### src/rtl/idm_pkg.sv
// Shared constants, types and command/status structures for the image distance metrics block.
package idm_pkg;

  localparam int PIXEL_BITS = 16;
  localparam int MAX_PAIRS  = 16777216;
  localparam int FRAC_BITS  = 8;
  localparam int FIELD_W    = 16;

  localparam int CNT_W     = $clog2(MAX_PAIRS + 1);
  localparam int AD_W      = PIXEL_BITS + 1;
  localparam int SQR_W     = 2 * PIXEL_BITS + 1;
  localparam int ABS_SUM_W = AD_W + CNT_W - 1;
  localparam int SQ_SUM_W  = SQR_W + CNT_W - 1;
  localparam int DVD_W     = SQ_SUM_W + 2 * FRAC_BITS;
  localparam int QUO_W     = SQR_W + 2 * FRAC_BITS;
  localparam int STEP_W    = $clog2(DVD_W + 1);
  localparam int SQRT_TOP  = ((QUO_W - 1) / 2) * 2;

  localparam int METRIC_W    = 24;
  localparam int IN_TDATA_W  = 2 * FIELD_W;
  localparam int OUT_FIELD_W = METRIC_W + CNT_W;
  localparam int OUT_TDATA_W = ((OUT_FIELD_W + 7) / 8) * 8;
  localparam int OUT_PAD_W   = OUT_TDATA_W - OUT_FIELD_W;

  localparam logic [METRIC_W-1:0] METRIC_MAX = '1;

  localparam int CFG_IDX_W  = 2;
  localparam int CFG_DATA_W = 2;
  localparam int MODE_W     = 2;

  localparam logic [CFG_IDX_W-1:0] CFG_METRIC_MODE  = 2'd0;
  localparam logic [CFG_IDX_W-1:0] CFG_AGAINST_ZERO = 2'd1;

  typedef enum logic [MODE_W-1:0] {
    MODE_MEAN = 2'd0,
    MODE_RMS  = 2'd1,
    MODE_MAX  = 2'd2,
    MODE_NONE = 2'd3
  } metric_mode_t;

  typedef enum logic [2:0] {
    ST_ACCUM,
    ST_DRAIN,
    ST_DIV,
    ST_SQRT,
    ST_FINISH
  } idm_state_t;

  typedef struct packed {
    logic         take;
    logic         against_zero;
    logic         clear_acc;
    logic         div_start;
    logic         sqrt_start;
    logic         load_result;
    metric_mode_t result_sel;
  } idm_cmd_t;

  typedef struct packed {
    logic div_busy;
    logic sqrt_busy;
    logic out_free;
  } idm_calc_stat_t;

endpackage

### src/rtl/idm_accum.sv
// Accumulation datapath: difference, absolute value, square and the running sums, maximum and count.
module idm_accum (
  input  logic                             clk,
  input  logic                             rst,
  input  logic [idm_pkg::FIELD_W-1:0]      pixel_a,
  input  logic [idm_pkg::FIELD_W-1:0]      pixel_b,
  input  idm_pkg::idm_cmd_t                cmd,
  output logic                             pipe_busy,
  output logic [idm_pkg::ABS_SUM_W-1:0]    abs_sum,
  output logic [idm_pkg::SQ_SUM_W-1:0]     square_sum,
  output logic [idm_pkg::AD_W-1:0]         max_abs,
  output logic [idm_pkg::CNT_W-1:0]        element_count
);
  import idm_pkg::*;

  logic [PIXEL_BITS-1:0] pa;
  logic [PIXEL_BITS-1:0] pb;
  logic [AD_W-1:0]       diff;
  logic [AD_W-1:0]       ad;
  logic                  count_ok;
  logic [2*AD_W-1:0]     prod;

  logic                  s1_vld;
  logic [AD_W-1:0]       s1_ad;
  logic                  s2_vld;
  logic [AD_W-1:0]       s2_ad;
  logic [SQR_W-1:0]      s2_sq;

  // Pixels are the low PIXEL_BITS bits of each field, taken as signed.
  always_comb begin
    pa       = pixel_a[PIXEL_BITS-1:0];
    pb       = cmd.against_zero ? '0 : pixel_b[PIXEL_BITS-1:0];
    diff     = {pa[PIXEL_BITS-1], pa} - {pb[PIXEL_BITS-1], pb};
    ad       = diff[AD_W-1] ? (~diff + 1'b1) : diff;
    count_ok = element_count < CNT_W'(MAX_PAIRS);
    prod     = s1_ad * s1_ad;
  end

  assign pipe_busy = s1_vld || s2_vld;

  always_ff @(posedge clk) begin
    s1_ad <= ad;
    s2_ad <= s1_ad;
    s2_sq <= prod[SQR_W-1:0];
  end

  always_ff @(posedge clk) begin
    if (rst) begin
      s1_vld        <= 1'b0;
      s2_vld        <= 1'b0;
      abs_sum       <= '0;
      square_sum    <= '0;
      max_abs       <= '0;
      element_count <= '0;
    end else begin
      // A pair beyond the maximum count travels down the pipe as a bubble.
      s1_vld <= cmd.take && count_ok;
      s2_vld <= s1_vld;
      if (cmd.clear_acc) begin
        abs_sum       <= '0;
        square_sum    <= '0;
        max_abs       <= '0;
        element_count <= '0;
      end else begin
        if (cmd.take && count_ok) begin
          element_count <= element_count + 1'b1;
        end
        if (s2_vld) begin
          abs_sum    <= abs_sum + ABS_SUM_W'(s2_ad);
          square_sum <= square_sum + SQ_SUM_W'(s2_sq);
          if (s2_ad > max_abs) begin
            max_abs <= s2_ad;
          end
        end
      end
    end
  end

`ifndef SYNTH
  a_count_bounded: assert property (@(posedge clk) disable iff (rst)
    element_count <= CNT_W'(MAX_PAIRS))
    else $error("pair count exceeds the maximum");

  a_clear_count: assert property (@(posedge clk) disable iff (rst)
    cmd.clear_acc |=> element_count == '0)
    else $error("count not cleared after a result");
`endif

endmodule

### src/rtl/idm_calc.sv
// Result datapath: bit-serial divider, bit-pair square root, metric selection and output register.
module idm_calc (
  input  logic                              clk,
  input  logic                              rst,
  input  idm_pkg::idm_cmd_t                 cmd,
  input  logic [idm_pkg::ABS_SUM_W-1:0]     abs_sum,
  input  logic [idm_pkg::SQ_SUM_W-1:0]      square_sum,
  input  logic [idm_pkg::AD_W-1:0]          max_abs,
  input  logic [idm_pkg::CNT_W-1:0]         element_count,
  output idm_pkg::idm_calc_stat_t           stat,
  output logic                              m_tvalid,
  input  logic                              m_tready,
  output logic [idm_pkg::OUT_TDATA_W-1:0]   m_tdata
);
  import idm_pkg::*;

  logic [DVD_W-1:0]  dvd;
  logic [CNT_W-1:0]  rem;
  logic [QUO_W-1:0]  quo;
  logic [STEP_W-1:0] div_left;
  logic [CNT_W:0]    trial;
  logic [CNT_W:0]    trial_sub;
  logic              fits;

  logic [QUO_W-1:0]  sx;
  logic [QUO_W-1:0]  root;
  logic [QUO_W-1:0]  sbit;
  logic [QUO_W:0]    sum;
  logic              takes;

  logic [QUO_W-1:0]    wide;
  logic [METRIC_W-1:0] metric;
  logic [METRIC_W-1:0] out_metric;
  logic [CNT_W-1:0]    out_count;
  logic                div_busy;
  logic                sqrt_busy;

  assign div_busy  = div_left != '0;
  assign sqrt_busy = |sbit;

  always_comb begin
    stat.div_busy  = div_busy;
    stat.sqrt_busy = sqrt_busy;
    stat.out_free  = !m_tvalid || m_tready;
  end

  // Restoring division: one quotient bit per cycle, most significant first.
  always_comb begin
    trial     = {rem, dvd[DVD_W-1]};
    fits      = trial >= {1'b0, element_count};
    trial_sub = trial - {1'b0, element_count};
    sum       = {1'b0, root} + {1'b0, sbit};
    takes     = {1'b0, sx} >= sum;
  end

  always_comb begin
    case (cmd.result_sel)
      MODE_MEAN: wide = quo;
      MODE_RMS:  wide = root;
      MODE_MAX:  wide = QUO_W'({max_abs, {FRAC_BITS{1'b0}}});
      default:   wide = '0;
    endcase
    if (element_count == '0 && (cmd.result_sel == MODE_MEAN || cmd.result_sel == MODE_RMS)) begin
      wide = '0;
    end
    metric = (wide > QUO_W'(METRIC_MAX)) ? METRIC_MAX : wide[METRIC_W-1:0];
  end

  always_ff @(posedge clk) begin
    if (cmd.div_start) begin
      if (cmd.result_sel == MODE_RMS) begin
        dvd <= {square_sum, {(2*FRAC_BITS){1'b0}}};
      end else begin
        dvd <= DVD_W'({abs_sum, {FRAC_BITS{1'b0}}});
      end
      rem <= '0;
      quo <= '0;
    end else if (div_busy) begin
      dvd <= {dvd[DVD_W-2:0], 1'b0};
      rem <= fits ? trial_sub[CNT_W-1:0] : trial[CNT_W-1:0];
      quo <= {quo[QUO_W-2:0], fits};
    end

    if (cmd.sqrt_start) begin
      sx   <= quo;
      root <= '0;
    end else if (sqrt_busy) begin
      if (takes) begin
        sx   <= sx - sum[QUO_W-1:0];
        root <= (root >> 1) + sbit;
      end else begin
        root <= root >> 1;
      end
    end

    if (cmd.load_result) begin
      out_metric <= metric;
      out_count  <= element_count;
    end
  end

  always_ff @(posedge clk) begin
    if (rst) begin
      div_left <= '0;
      sbit     <= '0;
      m_tvalid <= 1'b0;
    end else begin
      if (cmd.div_start) begin
        div_left <= STEP_W'(DVD_W);
      end else if (div_busy) begin
        div_left <= div_left - 1'b1;
      end

      if (cmd.sqrt_start) begin
        sbit <= QUO_W'(1) << SQRT_TOP;
      end else if (sqrt_busy) begin
        sbit <= sbit >> 2;
      end

      if (cmd.load_result) begin
        m_tvalid <= 1'b1;
      end else if (m_tready) begin
        m_tvalid <= 1'b0;
      end
    end
  end

  assign m_tdata = {{OUT_PAD_W{1'b0}}, out_count, out_metric};

`ifndef SYNTH
  a_sqrt_after_div: assert property (@(posedge clk) disable iff (rst)
    cmd.sqrt_start |-> !div_busy)
    else $error("square root started while the divider is busy");

  a_load_idle: assert property (@(posedge clk) disable iff (rst)
    cmd.load_result |-> !div_busy && !sqrt_busy)
    else $error("result loaded while a calculation is running");

  a_load_shows: assert property (@(posedge clk) disable iff (rst)
    cmd.load_result |=> m_tvalid)
    else $error("loaded result not presented");
`endif

endmodule

### src/rtl/idm_ctrl.sv
// Controller: configuration registers and the state machine that sequences accumulation and result.
module idm_ctrl (
  input  logic                              clk,
  input  logic                              rst,
  input  logic                              s_tvalid,
  output logic                              s_tready,
  input  logic                              s_tlast,
  input  logic                              cfg_valid,
  output logic                              cfg_ready,
  input  logic [idm_pkg::CFG_IDX_W-1:0]     cfg_index,
  input  logic [idm_pkg::CFG_DATA_W-1:0]    cfg_data,
  input  logic                              pipe_busy,
  input  idm_pkg::idm_calc_stat_t           calc_stat,
  output idm_pkg::idm_cmd_t                 cmd
);
  import idm_pkg::*;

  idm_state_t   state;
  idm_state_t   state_next;
  metric_mode_t metric_mode;
  logic         against_zero;

  assign cfg_ready = 1'b1;

  always_ff @(posedge clk) begin
    if (rst) begin
      state        <= ST_ACCUM;
      metric_mode  <= MODE_MEAN;
      against_zero <= 1'b0;
    end else begin
      state <= state_next;
      if (cfg_valid && cfg_ready) begin
        case (cfg_index)
          CFG_METRIC_MODE:  metric_mode  <= metric_mode_t'(cfg_data[MODE_W-1:0]);
          CFG_AGAINST_ZERO: against_zero <= cfg_data[0];
          default: ;
        endcase
      end
    end
  end

  always_comb begin
    state_next       = state;
    s_tready         = state == ST_ACCUM;
    cmd.take         = s_tvalid && s_tready;
    cmd.against_zero = against_zero;
    cmd.clear_acc    = 1'b0;
    cmd.div_start    = 1'b0;
    cmd.sqrt_start   = 1'b0;
    cmd.load_result  = 1'b0;
    cmd.result_sel   = metric_mode;
    case (state)
      ST_ACCUM: begin
        if (s_tvalid && s_tlast) begin
          state_next = ST_DRAIN;
        end
      end
      ST_DRAIN: begin
        // The sums are final once the last pair has left the pipeline.
        if (!pipe_busy) begin
          if (metric_mode == MODE_MEAN || metric_mode == MODE_RMS) begin
            cmd.div_start = 1'b1;
            state_next    = ST_DIV;
          end else begin
            state_next = ST_FINISH;
          end
        end
      end
      ST_DIV: begin
        if (!calc_stat.div_busy) begin
          if (metric_mode == MODE_RMS) begin
            cmd.sqrt_start = 1'b1;
            state_next     = ST_SQRT;
          end else begin
            state_next = ST_FINISH;
          end
        end
      end
      ST_SQRT: begin
        if (!calc_stat.sqrt_busy) begin
          state_next = ST_FINISH;
        end
      end
      ST_FINISH: begin
        if (calc_stat.out_free) begin
          cmd.load_result = 1'b1;
          cmd.clear_acc   = 1'b1;
          state_next      = ST_ACCUM;
        end
      end
      default: begin
        state_next = ST_ACCUM;
      end
    endcase
  end

endmodule

### src/rtl/image_distance_metrics.sv
// From the transfer of the last pair to the result: the maximum metric is loaded once the pipeline has drained,
// the mean uses the 73-step serial divider and the RMS uses the divider, then the 25-step root.
// Throughput: one pixel pair per cycle within an image; the input stalls from the last pair
// until the result is loaded into the output register, which then waits for its transfer.
// Reset (rst, synchronous, active high) clears the sums, maximum, count and both registers.
module image_distance_metrics (
  input  logic                              clk,
  input  logic                              rst,
  input  logic                              s_tvalid,
  output logic                              s_tready,
  input  logic [idm_pkg::IN_TDATA_W-1:0]    s_tdata,   // pixel_a, pixel_b
  input  logic                              s_tlast,   // last_pair
  output logic                              m_tvalid,
  input  logic                              m_tready,
  output logic [idm_pkg::OUT_TDATA_W-1:0]   m_tdata,   // metric_value, pair_count, zero pad
  input  logic                              cfg_valid,
  output logic                              cfg_ready,
  input  logic [idm_pkg::CFG_IDX_W-1:0]     cfg_index,
  input  logic [idm_pkg::CFG_DATA_W-1:0]    cfg_data
);
  import idm_pkg::*;

  idm_cmd_t            cmd;
  idm_calc_stat_t      calc_stat;
  logic                pipe_busy;
  logic [ABS_SUM_W-1:0] abs_sum;
  logic [SQ_SUM_W-1:0]  square_sum;
  logic [AD_W-1:0]      max_abs;
  logic [CNT_W-1:0]     element_count;

  idm_ctrl u_ctrl (
    .clk       (clk),
    .rst       (rst),
    .s_tvalid  (s_tvalid),
    .s_tready  (s_tready),
    .s_tlast   (s_tlast),
    .cfg_valid (cfg_valid),
    .cfg_ready (cfg_ready),
    .cfg_index (cfg_index),
    .cfg_data  (cfg_data),
    .pipe_busy (pipe_busy),
    .calc_stat (calc_stat),
    .cmd       (cmd)
  );

  idm_accum u_accum (
    .clk           (clk),
    .rst           (rst),
    .pixel_a       (s_tdata[FIELD_W-1:0]),
    .pixel_b       (s_tdata[2*FIELD_W-1:FIELD_W]),
    .cmd           (cmd),
    .pipe_busy     (pipe_busy),
    .abs_sum       (abs_sum),
    .square_sum    (square_sum),
    .max_abs       (max_abs),
    .element_count (element_count)
  );

  idm_calc u_calc (
    .clk           (clk),
    .rst           (rst),
    .cmd           (cmd),
    .abs_sum       (abs_sum),
    .square_sum    (square_sum),
    .max_abs       (max_abs),
    .element_count (element_count),
    .stat          (calc_stat),
    .m_tvalid      (m_tvalid),
    .m_tready      (m_tready),
    .m_tdata       (m_tdata)
  );

endmodule
### config.mk
export PLATFORM = sky130hd
export DESIGN_NAME = image_distance_metrics
export DESIGN_NICKNAME = d
export VERILOG_FILES = /design/src/rtl/idm_pkg.sv /design/src/rtl/idm_accum.sv /design/src/rtl/idm_calc.sv /design/src/rtl/idm_ctrl.sv /design/src/rtl/image_distance_metrics.sv
export SDC_FILE = /design/constraint.sdc
export NUM_CORES = 2
export LEC_CHECK = 0
export ABC_AREA = 1
export BUFFER_PORTS_ARGS = -buffer_cell sky130_fd_sc_hd__buf_2
export CAP_MARGIN = 30
export CORE_MARGIN = 3
export CORE_UTILIZATION = 61
export CTS_BUF_LIST = sky130_fd_sc_hd__clkbuf_8
export CTS_CLUSTER_DIAMETER = 150
export DETAILED_ROUTE_END_ITERATION = 10
export PLACE_DENSITY = 0.83
export SLEW_MARGIN = 30
export SYNTH_ARGS = -nofsm -noshare
export SYNTH_HDL_FRONTEND = slang
export SYNTH_SLANG_ARGS = --single-unit
export TNS_END_PERCENT = 5
### constraint.sdc
create_clock -name clk -period 7.7 [get_ports clk]
set_clock_uncertainty 0.2 [all_clocks]
set_input_delay 1.54 -clock clk [delete_from_list [all_inputs] [get_ports clk]]
set_output_delay 1.54 -clock clk [all_outputs]
set_load 0.01 [all_outputs]
## Word-level counts from Yosys, hierarchy flattened

Index checks and enable logic that the tools add are counted.

| word-level totals | value |
|---|---|
| memories kept | 0 |
| bits in read-only memories | 0 |
| input port bits | 42 |
| output and inout bits | 59 |
| latch bits | 0 |
| logic and storage cells | 114 |
| bits in writable memories | 0 |
| register bits after elaboration | 542 |

| cells by class | value |
|---|---|
| add/subtract/negate cells | 10 |
| shift-type cells | 0 |
| muxes and demuxes | 34 |
| reduce and logical (&&, ||, !) cells | 26 |
| multiply operators | 1 |
| bitwise gates (word level) | 1 |
| equal/unequal tests | 12 |
| div/mod/pow operators | 0 |
| order comparisons | 5 |

Operator list:

| cell | count |
|---|---|
| $mux 49 | 7 |
| $mux 73 | 3 |
| $pmux 49 s3 | 1 |
| $add 57x33->57 | 1 |
| $add 49x49->50 | 1 |
| $ge 49x50->1 | 1 |
| $add 48x49->49 | 1 |
| $gt 49x24->1 const B | 1 |
| $sub 49x49->49 | 1 |
| $add 41x17->41 | 1 |
| $mul 17x17->33 | 1 |
| $mux 16 | 2 |
| $ge 26x25->1 | 1 |
| $add 25x1->25 const B | 1 |
| $logic_not 25->1 | 1 |
| $lt 25x25->1 const B | 1 |
| $mux 25 | 1 |
| $reduce_or 25->1 | 1 |
| $sub 25x25->25 | 1 |
| $mux 3 | 7 |
| $add 17x1->17 const B | 1 |
| $gt 17x17->1 | 1 |
| $not 17->17 | 1 |
| $sub 16x16->17 | 1 |
| 21 further kinds | 50 |

## Depth between registers and ports, before layout

| depth | value |
|---|---|
| depth after elaboration | 6 |
| gate-level depth with buffers | 32 |
| gate-level depth less buffers | 31 |

## Cells and area by module

From an unflattened synthesis, not the netlist that was laid out.

| second synthesis, totals | value |
|---|---|
| cells, all modules | 6524 |
| area total of the unflattened synthesis | 44954.4 um^2 |

By module, submodules not included:

| module | cells an instance | times used | area each (um^2) | seq. area each (um^2) |
|---|---|---|---|---|
| idm_calc | 3339 | 1 | 23039.6 | 8017.7 |
| idm_accum | 3115 | 1 | 21469.3 | 4144.0 |
| idm_ctrl | 70 | 1 | 445.4 | 120.1 |

## Worst setup path before layout

Ideal clock, no wire load.

| path | value |
|---|---|
| path kind | flip-flop to flip-flop |
| from | register u_accum.s1_ad[5] |
| to | register u_accum.s2_sq[32] |
| setup time | 0.127 ns |
| clock period less this slack | 6.107 ns |
| path slack | 1.593 ns |
| arrival time | 5.780 ns |
| path buffers | 2 |
| required time | 7.373 ns |
| cell stages (with the launch flop) | 24 |
| path through | dfxtp_1 > clkbuf_1 > clkbuf_1 > nand2_1 > fa_1 > inv_1 > fa_1 > inv_1 > fa_1 > inv_1 > fa_1 > fa_1 > inv_1 > fa_1 > inv_1 > ha_1 > a21o_1 > a21oi_1 > o21ai_0 > nand2_1 > nand3_1 > a21boi_0 > o21ai_0 > xor2_1 |

| on the way | value |
|---|---|
| word-level cells in the longest chain between the ends | 1 |

RTL lines:

| what | line | RTL |
|---|---|---|
| start, declared | idm_accum.sv:24 | `logic [AD_W-1:0] s1_ad;` |
| start signal, assigned | idm_accum.sv:42 | `s1_ad <= ad;` |
| $mul 17x17->33 | idm_accum.sv:36 | `prod = s1_ad * s1_ad;` |
| via u_accum.prod[32] | idm_accum.sv:21 | `logic [2*AD_W-1:0] prod;` |
| end signal, assigned | idm_accum.sv:44 | `s2_sq <= prod[SQR_W-1:0];` |
| end, declared | idm_accum.sv:27 | `logic [SQR_W-1:0] s2_sq;` |

The timed path passes the listed nets, and every way through them passes these cells.
A chain may end at the register's enable or synchronous reset.

## Worst setup path in the final report

Same ends and word-level chain as after synthesis.

==> impl_metrics.ini <==
[clocking]
clock_sinks = 532
cts.path.max_buffers = 3
cts_tree = built
htreeDepth = 3
cts_resized = 0
cts-hold-fix-buffers = 0
ctsRootBufferMaster = clkbuf_8
path_clk_slew_ns = 0.06
cts_buffers = 94
clk_latency_ns = 0.74
post_cts_buffers = 0

[cells_and_area]
layout_commonest_cell = nand2_1
fin_nets = 7101
area_growth_pct = 6.75
nFillCells = 6630
layout_common_cells = nand2_1, inv_1, nor2_1
fin_util_pct = 65.9
multi_input_area_um2 = 28100
register_area_um2 = 12300
drive_gt1_share_pct = 5.27

[route]
routedWlPerCell_um = 18.4
wirelength_um = 140000
first_iter_violations = 4579
vias = 43600
vias_per_cell = 5.76
drc = 0
drtAntennaViolNets = 0
drt_pre_antenna_iters = 8

[logic_synthesis]
netlist_area_um2 = 45100
synth_edf_count = 163
avgSynthCellArea_um2 = 6.92
synthCells = 6519
netlist-cell-type-count = 64
synth.yosys.seq_area_share_pct = 27.2
postSynth.asyncResetShare_pct = 0
synth-simple-area-share_pct = 26.5
synthAdderAreaFrac_pct = 17.6
ys_ff_latch = 532
synth_top_family_by_area = simple AND/OR/NAND/NOR gates
yosys_warnings = 0
yosys.area_share.xor_xnor_pct = 4.21
synth_compound_gate_area_share_pct = 13.7
ys.flop_type = dfxtp_1
synth_mux_area_share_pct = 0

[sta]
grt_setup_unrepaired = no
maxSlewViolCount = 0
fin_crit_ns = 6.64
max_freq_mhz = 151
hold_viol = 0
worst_slack_ns = 1.06
finalSetupTns_ns = 0
worst_pin_slew_ns = 0.922
min_period_over_period_pct = 86.2
slew_headroom_pct = 38.5
setup_viol = 0

[placed_design]
io_buffers = 92
pre_cts_slack_ns = 1.14
gp_congestion = 1.03
hpwl_um = 108000

[floorplanning]
dieHeight_um = 278
io_pins = 101
initial_core_util_pct = 61.8
die-area_um2 = 77300
die_w_um = 278
rows = 99
core_um2 = 73100

[global_routing]
grt_pass1_vias = 41300
grtUsageTotal_pct = 35.7
grt_max_degree = 95
grt_pass1_wl_um = 221000
grt-ovfl-total = 0
antenna_found_initial = 1

[setup_path]
cp_cell_sequence = nand2_1 > fa_1 > inv_1 > fa_1 > fa_1 > fa_1 > fa_1 > inv_1 > fa_1 > inv_1 > ha_1 > a21o_1 > o21bai_1 > a21oi_1 > nand3_1 > a21boi_0 > o21ai_0 > xor2_1
cp_max_fo = 19
timing.critical_path.required_ns = 8.12
crit_type = reg2reg
crit_top_cell = fa_1
crit_path_start_kind = flip-flop
critPathCaptureType = flip-flop
arrival_ns = 7.05
cp_num_buf_inv = 3
crit_family = adder cells
cp_slowest_cell = dfxtp_1
slowest_delay_ns = 0.87

[run]
drv_cap = 0

[hold_path]
hold_path_class = reg2reg

[run_status]
status = finished, final reports clean
==> worst min-delay path, delay by kind of cell, from the launching register on <==
kind | cells | cell delay (ns)
buf+inv | 1 | 0.06
simple gates | 1 | 0.04
flops | 1 | 0.34
==> Yosys cell counts (all sizes together), types with 65 or more instances <==
| library cell | count | area, µm² |
|---|---|---|
| xnor2 | 67 | 587 |
| a21oi | 460 | 2380 |
| nor2 | 687 | 2610 |
| ha | 320 | 4000 |
| clkbuf | 136 | 510 |
| nand2 | 1549 | 5850 |
| nor3 | 103 | 531 |
| xor2 | 150 | 1310 |
| nand4 | 93 | 582 |
| edfxtp | 163 | 4890 |
| dfxtp | 369 | 7390 |
| nand3 | 352 | 1780 |
| fa | 196 | 3920 |
| inv | 1059 | 3980 |
| o21ai | 426 | 2130 |
| buf | 65 | 379 |
==> per-layer routing <==
layer  part of all wire [%]  global-route usage [%]  routed length (µm)
met5                      0                       0                   0
met4                    6.3                    18.8                8800
met3                    7.9                    5.83               11100
met2                     45                    58.2               63300
met1                     41                    45.7               56700
==> worst paths after layout <==
path / from / end / slack (ns) / cells after the start
setup / recovery: u_accum.s1_ad[5] / u_accum.s2_sq[32] / 1.06 / 18
hold reg to reg: u_accum.s1_vld / u_accum.s2_vld / 0.27 / 2
setup reg to reg: u_accum.s1_ad[5] / u_accum.s2_sq[32] / 1.06 / 18
hold / removal: u_accum.s1_vld / u_accum.s2_vld / 0.27 / 2
==> cell families (layout without fill, tap and decap cells) <==
group | count (synthesis) | after routing
other cells | 2 | 9
xor+xnor | 217 | 217
flops | 532 | 532
fa+ha+maj | 516 | 516
simple gates | 2871 | 2871
buf+inv | 1262 | 1356
compound gates | 1119 | 1119
==> sequential cells by signal, indices dropped and copies added (netlist names), 3 cells and up <==
register	count
u_accum.abs_sum	41
u_accum.element_count	25
u_accum.max_abs	17
u_accum.s1_ad	17
u_accum.s2_ad	17
u_accum.s2_sq	31
u_accum.square_sum	57
u_calc.div_left	7
u_calc.dvd	65
u_calc.out_count	25
u_calc.out_metric	24
u_calc.quo	49
u_calc.rem	25
u_calc.root	49
u_calc.sbit	25
u_calc.sx	49
u_ctrl.state	3
==> layout make-up <==
cell class              instances  area share, %
multi-input cells            4731           58.3
flip-flops and latches        532           25.5
inverters                    1061           8.27
clock buffers                 110           3.14
well taps                     959           2.49
repair buffers                123           1.45
clock inverters                62          0.891
diodes                          1        0.00519
==> through the flow <==
step | instances | hold slack (ns) | cell area [µm²]
4_1_cts | 7578 | 0.274 | 48200
5_1_grt | 7578 | 0.293 | 48200
3_5_place_dp | 7406 | 0.270 | 46200
2_1_floorplan | 6525 | 0.129 | 45200
3_3_place_gp | 7406 | 0.247 | 46200
6_report | 7579 | 0.272 | 48200
Power is not shown: default switching activity piles up to over one toggle a cycle in this logic, so the estimate is an artifact.
